[config.mk]
export PLATFORM = sky130hd
export DESIGN_NAME = firmware_block_framer_crc8
export DESIGN_NICKNAME = d
export VERILOG_FILES = /design/src/sv/fbfcrc8_pkg.sv /design/src/sv/firmware_block_framer_crc8.sv
export SDC_FILE = /design/constraint.sdc
export NUM_CORES = 1
export LEC_CHECK = 0
export BUFFER_PORTS_ARGS = -buffer_cell sky130_fd_sc_hd__clkbuf_2
export CAP_MARGIN = 20
export CORE_ASPECT_RATIO = 1.5
export CORE_UTILIZATION = 60
export CTS_BUF_LIST = sky130_fd_sc_hd__clkbuf_2 sky130_fd_sc_hd__clkbuf_4 sky130_fd_sc_hd__clkbuf_8
export CTS_CLUSTER_SIZE = 16
export DETAILED_ROUTE_END_ITERATION = 7
export GPL_TIMING_DRIVEN = 0
export PLACE_DENSITY = 0.78
export REMOVE_ABC_BUFFERS = 1
export SLEW_MARGIN = 20
export SYNTH_ARGS = -nofsm -noshare
export SYNTH_HDL_FRONTEND = slang
export SYNTH_SLANG_ARGS = --single-unit
[constraint.sdc]
create_clock -name i_clk -period 7.1 [get_ports i_clk]
set_clock_uncertainty 0.1 [all_clocks]
set_input_delay 0.71 -clock i_clk [delete_from_list [all_inputs] [get_ports i_clk]]
set_output_delay 0.71 -clock i_clk [all_outputs]
set_load 0.02 [all_outputs]
[src/sv/fbfcrc8_pkg.sv]
// Package for the firmware block framer: frame constants, request codes,
// queue sizing, the result entry type and the CRC-8 (poly 0x07) byte step.
// No dependencies.
package fbfcrc8_pkg;

    // request codes carried in the input tuser
    localparam logic [1:0] REQ_DATA  = 2'd0;
    localparam logic [1:0] REQ_END   = 2'd1;
    localparam logic [1:0] REQ_REPLY = 2'd2;
    localparam logic [1:0] REQ_NONE  = 2'd3;

    // frame bytes
    localparam logic [7:0] HDR_BYTE   = 8'hAF;
    localparam logic [7:0] TYPE_FIRST = 8'h03;
    localparam logic [7:0] TYPE_NEXT  = 8'h04;
    localparam logic [7:0] TYPE_END   = 8'h06;
    localparam logic [7:0] TYPE_REPLY = 8'h07;
    localparam logic [7:0] END_LEN    = 8'h02;
    localparam logic [7:0] END_CRC    = 8'h12;
    localparam logic [7:0] MIN_LEN    = 8'h02;
    localparam logic [7:0] CRC_POLY   = 8'h07;

    localparam int MAX_BLOCK_DEF = 64;

    // results per request and output queue
    localparam int MAX_RES    = 5;
    localparam int RES_CW     = 3;
    localparam int FIFO_DEPTH = 8;
    localparam int FIFO_AW    = 3;

    typedef struct packed {
        logic       kind;   // 0 byte to send, 1 reply verdict
        logic [7:0] data;
        logic       ok;
        logic       last;
    } t_res;

    // one CRC-8 byte step, MSB first, no reflection
    function automatic logic [7:0] crc8_byte(input logic [7:0] crc, input logic [7:0] din);
        logic [7:0] c;
        c = crc ^ din;
        for (int b = 0; b < 8; b++) begin
            c = c[7] ? ({c[6:0], 1'b0} ^ CRC_POLY) : {c[6:0], 1'b0};
        end
        return c;
    endfunction

    // CRC state after the type byte of a data block
    localparam logic [7:0] CRC_AFTER_FIRST = crc8_byte(8'h00, TYPE_FIRST);
    localparam logic [7:0] CRC_AFTER_NEXT  = crc8_byte(8'h00, TYPE_NEXT);

endpackage

[src/sv/firmware_block_framer_crc8.sv]
// Firmware block framer and bootloader reply checker, CRC-8 poly 0x07 init 0.
// Depends on fbfcrc8_pkg (constants, result type, CRC byte step).
//
//  channel | dir | tdata (low bit up)                 | tuser                    | tlast
//  --------+-----+------------------------------------+--------------------------+----------
//  s       | in  | data_byte[7:0], block_len[14:8]    | req_type[1:0], first[2]  | -
//  m       | out | out_byte[7:0], reply_ok[8]         | out_kind                 | frame_end
//
//  A request producing one result can be taken every cycle while the output queue has room;
//  one producing n results holds the slave side until its results have entered the output queue, one per cycle
//  through its single write port while the queue has room. Requests with no result never hold the slave side.
//  The first result of a request passes through the pending list, the queue memory and the
//  read register, in that order, before it is offered on the master side.
//  Reset (i_rst_n low, synchronous) clears framer/checker state and empties the queue.
//  A stalled master side fills the 8-entry queue, then backs up into the slave side.
module firmware_block_framer_crc8 #(
    parameter int MAX_BLOCK = fbfcrc8_pkg::MAX_BLOCK_DEF
) (
    input  logic        i_clk,
    input  logic        i_rst_n,
    // request side
    input  logic        i_s_tvalid,
    output logic        o_s_tready,
    input  logic [15:0] i_s_tdata,   // data_byte[7:0], block_len[14:8], zero[15]
    input  logic [2:0]  i_s_tuser,   // req_type[1:0], first_block[2]
    // result side
    output logic        o_m_tvalid,
    input  logic        i_m_tready,
    output logic [15:0] o_m_tdata,   // out_byte[7:0], reply_ok[8], zero[15:9]
    output logic        o_m_tuser,   // out_kind
    output logic        o_m_tlast    // frame_end
);

    localparam logic [7:0] MaxBlk = 8'(MAX_BLOCK);
    localparam int         AW     = fbfcrc8_pkg::FIFO_AW;
    localparam logic [AW:0] FullCnt = (AW+1)'(fbfcrc8_pkg::FIFO_DEPTH);
    localparam int         RCW    = fbfcrc8_pkg::RES_CW;
    localparam int         NRES   = fbfcrc8_pkg::MAX_RES;

    // request fields
    logic [1:0] req;
    logic [7:0] din;
    logic       first;
    logic [6:0] blen;

    assign req   = i_s_tuser[1:0];
    assign first = i_s_tuser[2];
    assign din   = i_s_tdata[7:0];
    assign blen  = i_s_tdata[14:8];

    // framer / checker state
    logic [6:0] r_tx_count, n_tx_count;
    logic [7:0] r_tx_crc,   n_tx_crc;
    logic [8:0] r_rx_count, n_rx_count;
    logic [7:0] r_rx_len,   n_rx_len;
    logic [7:0] r_rx_crc,   n_rx_crc;
    logic       r_rx_type_ok, n_rx_type_ok;

    // pending results of the last accepted request, drained from index 0
    fbfcrc8_pkg::t_res r_pend [NRES];
    fbfcrc8_pkg::t_res n_list [NRES];
    logic [RCW-1:0]    r_pend_cnt;
    logic [RCW-1:0]    n_k;

    // output queue: memory with registered read, read register feeds the port
    fbfcrc8_pkg::t_res mem [fbfcrc8_pkg::FIFO_DEPTH];
    fbfcrc8_pkg::t_res r_rd_data;
    logic              r_rd_vld;
    logic [AW-1:0]     r_wr_ptr, r_rd_ptr;
    logic [AW:0]       r_fcnt;

    logic       acc, push, rd;
    logic [7:0] eff, crc_base, crc_new, cnt_inc;
    logic       closes;
    logic [8:0] rx_end;

    assign push       = (r_pend_cnt != '0) && (r_fcnt != FullCnt);
    assign o_s_tready = (r_pend_cnt == '0) || ((r_pend_cnt == RCW'(1)) && push);
    assign acc        = i_s_tvalid && o_s_tready;
    assign rd         = (r_fcnt != '0) && (!r_rd_vld || i_m_tready);

    // block length clamp and CRC for a data byte
    always_comb begin
        if (blen == 7'd0) begin
            eff = 8'd1;
        end else if ({1'b0, blen} > MaxBlk) begin
            eff = MaxBlk;
        end else begin
            eff = {1'b0, blen};
        end
        if (r_tx_count == 7'd0) begin
            crc_base = first ? fbfcrc8_pkg::CRC_AFTER_FIRST : fbfcrc8_pkg::CRC_AFTER_NEXT;
        end else begin
            crc_base = r_tx_crc;
        end
        crc_new = fbfcrc8_pkg::crc8_byte(crc_base, din);
        cnt_inc = {1'b0, r_tx_count} + 8'd1;
        closes  = (cnt_inc >= eff);
        rx_end  = {1'b0, r_rx_len} + 9'd1;
    end

    // result list and next state for one request
    always_comb begin
        n_tx_count   = r_tx_count;
        n_tx_crc     = r_tx_crc;
        n_rx_count   = r_rx_count;
        n_rx_len     = r_rx_len;
        n_rx_crc     = r_rx_crc;
        n_rx_type_ok = r_rx_type_ok;
        n_k          = '0;
        for (int i = 0; i < NRES; i++) begin
            n_list[i] = '0;
        end
        case (req)
            fbfcrc8_pkg::REQ_DATA: begin
                if (r_tx_count == 7'd0) begin
                    // new block: header, len, type ahead of the byte
                    n_list[0].data = fbfcrc8_pkg::HDR_BYTE;
                    n_list[1].data = eff + 8'd2;
                    n_list[2].data = first ? fbfcrc8_pkg::TYPE_FIRST
                                           : fbfcrc8_pkg::TYPE_NEXT;
                    n_list[3].data = din;
                    n_list[4].data = crc_new;
                    n_list[4].last = 1'b1;
                    n_k = closes ? RCW'(5) : RCW'(4);
                end else begin
                    n_list[0].data = din;
                    n_list[1].data = crc_new;
                    n_list[1].last = 1'b1;
                    n_k = closes ? RCW'(2) : RCW'(1);
                end
                n_tx_count = closes ? 7'd0 : cnt_inc[6:0];
                n_tx_crc   = closes ? 8'd0 : crc_new;
            end
            fbfcrc8_pkg::REQ_END: begin
                // an open block is dropped without its CRC
                n_tx_count     = 7'd0;
                n_tx_crc       = 8'd0;
                n_list[0].data = fbfcrc8_pkg::HDR_BYTE;
                n_list[1].data = fbfcrc8_pkg::END_LEN;
                n_list[2].data = fbfcrc8_pkg::TYPE_END;
                n_list[3].data = fbfcrc8_pkg::END_CRC;
                n_list[3].last = 1'b1;
                n_k = RCW'(4);
            end
            fbfcrc8_pkg::REQ_REPLY: begin
                n_list[0].kind = 1'b1;
                n_list[0].last = 1'b1;
                if (r_rx_count == 9'd0) begin
                    if (din != fbfcrc8_pkg::HDR_BYTE) begin
                        n_k = RCW'(1);
                    end else begin
                        n_rx_count = 9'd1;
                    end
                end else if (r_rx_count == 9'd1) begin
                    if (din < fbfcrc8_pkg::MIN_LEN) begin
                        n_k        = RCW'(1);
                        n_rx_count = 9'd0;
                    end else begin
                        n_rx_len     = din;
                        n_rx_crc     = 8'd0;
                        n_rx_type_ok = 1'b0;
                        n_rx_count   = 9'd2;
                    end
                end else if (r_rx_count >= rx_end) begin
                    // CRC byte: give the verdict
                    n_list[0].ok = r_rx_type_ok && (din == r_rx_crc);
                    n_k          = RCW'(1);
                    n_rx_count   = 9'd0;
                end else begin
                    if (r_rx_count == 9'd2) begin
                        n_rx_type_ok = (din == fbfcrc8_pkg::TYPE_REPLY);
                    end
                    n_rx_crc   = fbfcrc8_pkg::crc8_byte(r_rx_crc, din);
                    n_rx_count = r_rx_count + 9'd1;
                end
            end
            default: begin
                // unused code: no results, no state change
            end
        endcase
    end

    // state and pending results
    always_ff @(posedge i_clk) begin
        if (!i_rst_n) begin
            r_tx_count   <= '0;
            r_tx_crc     <= '0;
            r_rx_count   <= '0;
            r_rx_len     <= '0;
            r_rx_crc     <= '0;
            r_rx_type_ok <= 1'b0;
            r_pend_cnt   <= '0;
        end else begin
            if (acc) begin
                r_tx_count   <= n_tx_count;
                r_tx_crc     <= n_tx_crc;
                r_rx_count   <= n_rx_count;
                r_rx_len     <= n_rx_len;
                r_rx_crc     <= n_rx_crc;
                r_rx_type_ok <= n_rx_type_ok;
                r_pend_cnt   <= n_k;
            end else if (push) begin
                r_pend_cnt <= r_pend_cnt - RCW'(1);
            end
        end
    end

    always_ff @(posedge i_clk) begin
        if (acc && (n_k != '0)) begin
            r_pend <= n_list;
        end else if (push) begin
            for (int i = 0; i < NRES - 1; i++) begin
                r_pend[i] <= r_pend[i + 1];
            end
        end
    end

    // queue pointers and count
    always_ff @(posedge i_clk) begin
        if (!i_rst_n) begin
            r_wr_ptr <= '0;
            r_rd_ptr <= '0;
            r_fcnt   <= '0;
            r_rd_vld <= 1'b0;
        end else begin
            if (push) begin
                r_wr_ptr <= r_wr_ptr + AW'(1);
            end
            if (rd) begin
                r_rd_ptr <= r_rd_ptr + AW'(1);
            end
            case ({push, rd})
                2'b10:   r_fcnt <= r_fcnt + (AW+1)'(1);
                2'b01:   r_fcnt <= r_fcnt - (AW+1)'(1);
                default: r_fcnt <= r_fcnt;
            endcase
            r_rd_vld <= rd || (r_rd_vld && !i_m_tready);
        end
    end

    // queue memory, one write and one registered read a cycle
    always_ff @(posedge i_clk) begin
        if (push) begin
            mem[r_wr_ptr] <= r_pend[0];
        end
        if (rd) begin
            r_rd_data <= mem[r_rd_ptr];
        end
    end

    assign o_m_tvalid = r_rd_vld;
    assign o_m_tdata  = {7'd0, r_rd_data.ok, r_rd_data.data};
    assign o_m_tuser  = r_rd_data.kind;
    assign o_m_tlast  = r_rd_data.last;

    // checks
    a_fcnt_bound: assert property (@(posedge i_clk) disable iff (!i_rst_n)
        r_fcnt <= FullCnt)
        else $error("output queue count past depth");

    a_pend_bound: assert property (@(posedge i_clk) disable iff (!i_rst_n)
        r_pend_cnt <= RCW'(NRES))
        else $error("pending result count past maximum");

    a_verdict_form: assert property (@(posedge i_clk) disable iff (!i_rst_n)
        (o_m_tvalid && o_m_tuser) |-> (o_m_tlast && (o_m_tdata[7:0] == 8'd0)))
        else $error("verdict result not zero byte with frame end");

    a_reset_empty: assert property (@(posedge i_clk)
        $past(!i_rst_n) |-> (!o_m_tvalid && (r_fcnt == '0)))
        else $error("results present after reset");

endmodule

==> key figures <==
Timing
  • Slew HR: between 20% and 30%
  • RSZ-0062 raised after global routing: false
  • Fin crit share: 65.3%
  • Setup violators final: 0
  • Final setup TNS: 0 ns
  • Fin. Hold Viols: 0
  • Final Slew Violations: 0
  • Tightest Pin Transition: 1.09 ns
  • Fmax: 216 MHz
  • Tmin final: 4.63 ns

Yosys
  • Post-Syn Area: 10100 um2
  • EDFF count, synth: between 100 and 150
  • Synth unique cells: 78
  • Post-synth top area share: a little over two fifths
  • Syn Inst Count: 797
  • Largest area contributor in the netlist: edfxtp_1
  • Syn Area/Cell: ~13 um2
  • Sequential share of the synthesized area: 54.4%
  • FF+latch count, synth: 201
  • Synth area leaders: edfxtp_1, dfxtp_1, mux4_2
  • Most used DFF post-synth: edfxtp_1
  • Post-synth ARST share: 0%
  • Ys Warns: 0

Drt
  • Total Wirelength: about 22000 um
  • Via Count: 6472
  • DR pass1 iterations: 5
  • Iteration-0 DRC Markers: 435
  • Antenna-violating nets left: 0
  • Residual DRC: 0
  • Detailed-route vias per instance: 6.11
  • DR WL/cell: 20.4 um

Run
  • Max-Cap Viols: 0

Clocking
  • PostCTS Resize Cnt: 0
  • Inserted Clock Buffers: 28
  • Clock latency on the worst-skew pair: 0.56 ns
  • Clock tree buffer depth: 3
  • Clock sink count: 201
  • CTS Hold Buffers Added: 0
  • Clk root buf: clkbuf_8
  • CTS clock-pin slew for the worst setup and hold paths: 0.07 ns
  • CTS tree: built
  • Postcts setup bufs: 0
  • H-tree depth: 1

Global routing
  • Global route overflow: 0
  • GR Util All Layers: approximately a quarter
  • Global-route wire length before repair: 34200 um
  • Initial antenna violation count: 0
  • Largest net degree at the start of global routing: 54
  • Vias in the first global route: 6689

Final layout
  • Share of cells above drive strength 1: 19.2%
  • # fillers: 1136
  • Finished layout cell area: around 11000 um2
  • Nets@finish: between 800 and 900
  • ANT cells: 0
  • Syn-to-layout area delta: 11.2%

Critical path
  • Slowest-stage cell, CP: nor3_4
  • Crit-path max cell delay: roughly 0.8 ns
  • Buf/Inv on CP: 1
  • Crit path max fanout: 26
  • Worst r2r dst: r_pend[37]
  • Critical Path, Cell by Cell: ha_1, nand3_1, nor2_1, xor2_1, ha_1, a21oi_1, o21ai_0, a21oi_2, inv_1, ha_1, nor4_2, nor3_4, nor3_4, a221o_1
  • Largest delay contributor family on the critical path: simple AND/OR/NAND/NOR gates
  • Setup slack, reg-to-reg: 2.47 ns
  • R2R Path Start: r_tx_count[0]
  • Crit path DAT: 4.93 ns
  • Nature of the critical path startpoint: flip-flop
  • Most repeated library cell on the critical path: ha_1
  • Reg2reg path depth: 14
  • Crit Path Category: reg -> reg
  • CP endpoint kind: flip-flop
  • Worst Path Required: approximately 7.4 ns

Placed design
  • Global placer's final weighted congestion: slightly above 0.9
  • Area after DPL: 10400 um2
  • I/O Buffers: 34
  • Detail Placement HPWL: 15100 um

Floorplanning
  • Core Area: 16300 um2
  • Die Wd: around 110 um
  • Die Area: ~17000 um2
  • Row count: 57
  • Initial Utilization: 61.9%
  • I/O pins: 43
  • Die Span Y: approximately 160 um

Hold path
  • Min-delay worst type: in -> reg
  • Hold Path Depth: 3
  • Hold Path Sink: o_m_tvalid
  • Hold_sp: i_m_tready

Power
  • PwrDens: 389 nW/um2
  • Worst vdd ir: 0.000254 V
  • Pleak: 4.01 nW

Outcome
  • Status: complete, no violations
cells in the final DEF, fill, tap and decap left out, types with 8 or more instances in the layout:
cell | Yosys | routed
a32oi_1 | 11 | 11
a21boi_0 | 12 | 12
dfxtp_1 | 56 | 54
nor2b_1 | 26 | 25
xor2_1 | 28 | 28
o21ai_0 | 20 | 20
nand3_1 | 22 | 22
mux2i_1 | 18 | 18
a21oi_1 | 16 | 15
and2_1 | 16 | 16
inv_1 | 20 | 20
nand4_1 | 14 | 14
bufinv_16 | 0 | 9
clkbuf_2 | 0 | 34
ha_1 | 36 | 36
nand2_1 | 60 | 59
xnor2_1 | 45 | 45
mux4_2 | 22 | 22
clkbuf_8 | 0 | 29
nor2_1 | 49 | 47
o2bb2ai_1 | 9 | 9
nor3_1 | 11 | 8
edfxtp_1 | 145 | 145
mux2_2 | 11 | 11
synth_stat cells (20+ instances only):
master / number
dfxtp_1: 56
nor2_1: 49
nor2b_1: 26
ha_1: 36
nand3_1: 22
nand2_1: 60
o21ai_0: 20
inv_1: 20
mux4_2: 22
clkbuf_1: 22
xnor2_1: 45
xor2_1: 28
edfxtp_1: 145
where the power goes:
group / total [mW] / internal [mW] / switching [mW]
logic: 1.28 / 0.534 / 0.745
registers: 1.91 / 1.72 / 0.187
clock network: 1.16 / 0.718 / 0.443
worst min-delay path, stage by stage:
cell and delay (ns):
clkbuf_2 0.07, nand2b_1 0.10, a21boi_0 0.07
layer usage:
| layer | global-route usage (%) | vias up | share of wire (%) |
|---|---|---|---|
| li1 | - | 3006 | - |
| met1 | 29.7 | 3164 | 37 |
| met4 | 11.4 | 0 | 3.7 |
| met5 | 0 | - | 0 |
| met2 | 47.1 | 244 | 54 |
| met3 | 3.04 | 58 | 5.5 |
stage by stage:
| step | setup WS (ns) | util, % | total power, mW | hold slack, ns | instances |
|---|---|---|---|---|---|
| 6_report | 2.47 | 68.8 | 4.35 | 0.357 | 1060 |
| 5_1_grt | 2.19 | 68.8 | 4.55 | 0.400 | 1060 |
| 4_1_cts | 2.15 | 68.8 | 4.36 | 0.344 | 1060 |
| 3_5_place_dp | 1.74 | 64.2 | 3.21 | 0.363 | 1009 |
| 3_3_place_gp | 1.21 | 63.0 | 3.02 | 0.363 | 996 |
| 2_1_floorplan | 2.23 | - | 2.73 | 0.331 | 756 |
sequential cells by signal, summed over array words and instances (netlist names):
signal,cells
r_tx_count,7
o_m_tlast,1
r_wr_ptr,3
r_rd_ptr,3
r_rx_type_ok,1
r_tx_crc,8
r_fcnt,4
r_rx_count,9
o_m_tuser,1
mem,88
r_rx_crc,8
r_pend,47
o_m_tvalid,1
r_pend_cnt,3
o_m_tdata,9
r_rx_len,8
cell families after synthesis:
| logic type | count (synthesis) | share of synthesized area [%] |
|---|---|---|
| flip-flops | 201 | 54.4 |
| adder cells (fa/ha/maj) | 37 | 4.68 |
| AO/OA/AOI/OAI | 123 | 9.28 |
| buffers and inverters | 71 | 3.58 |
| other | 1 | 0.0373 |
| AND/OR/NAND/NOR | 234 | 12.4 |
| XOR/XNOR | 79 | 7.65 |
| multiplexers | 51 | 7.95 |
layout make-up:
class / count / area, um2 / area share [%]
Timing Repair Buffer: 47 / 323 / 2.89
Tap cell: 206 / 258 / 2.30
Inverter: 24 / 92.6 / 0.828
Sequential cell: 201 / 5480 / 49.0
Clock buffer: 30 / 407 / 3.64
Clock inverter: 21 / 332 / 2.96
Multi-Input combinational cell: 531 / 4300 / 38.4
how the worst max path moves through the flow:
stage / start / end / cells past startpoint / slack (ns)
finish: r_tx_count[0] / r_pend[37] / 14 / 2.47
global placement: i_s_tdata[9] / r_pend[30] / 15 / 1.21
floorplan: i_s_tdata[9] / r_pend[11] / 14 / 2.23
global route: r_tx_count[0] / r_pend[37] / 14 / 2.19
CTS: r_tx_count[0] / r_pend[37] / 14 / 2.15
detailed placement: i_s_tdata[9] / r_pend[37] / 15 / 1.74
Power figures use the tool's default switching activity.
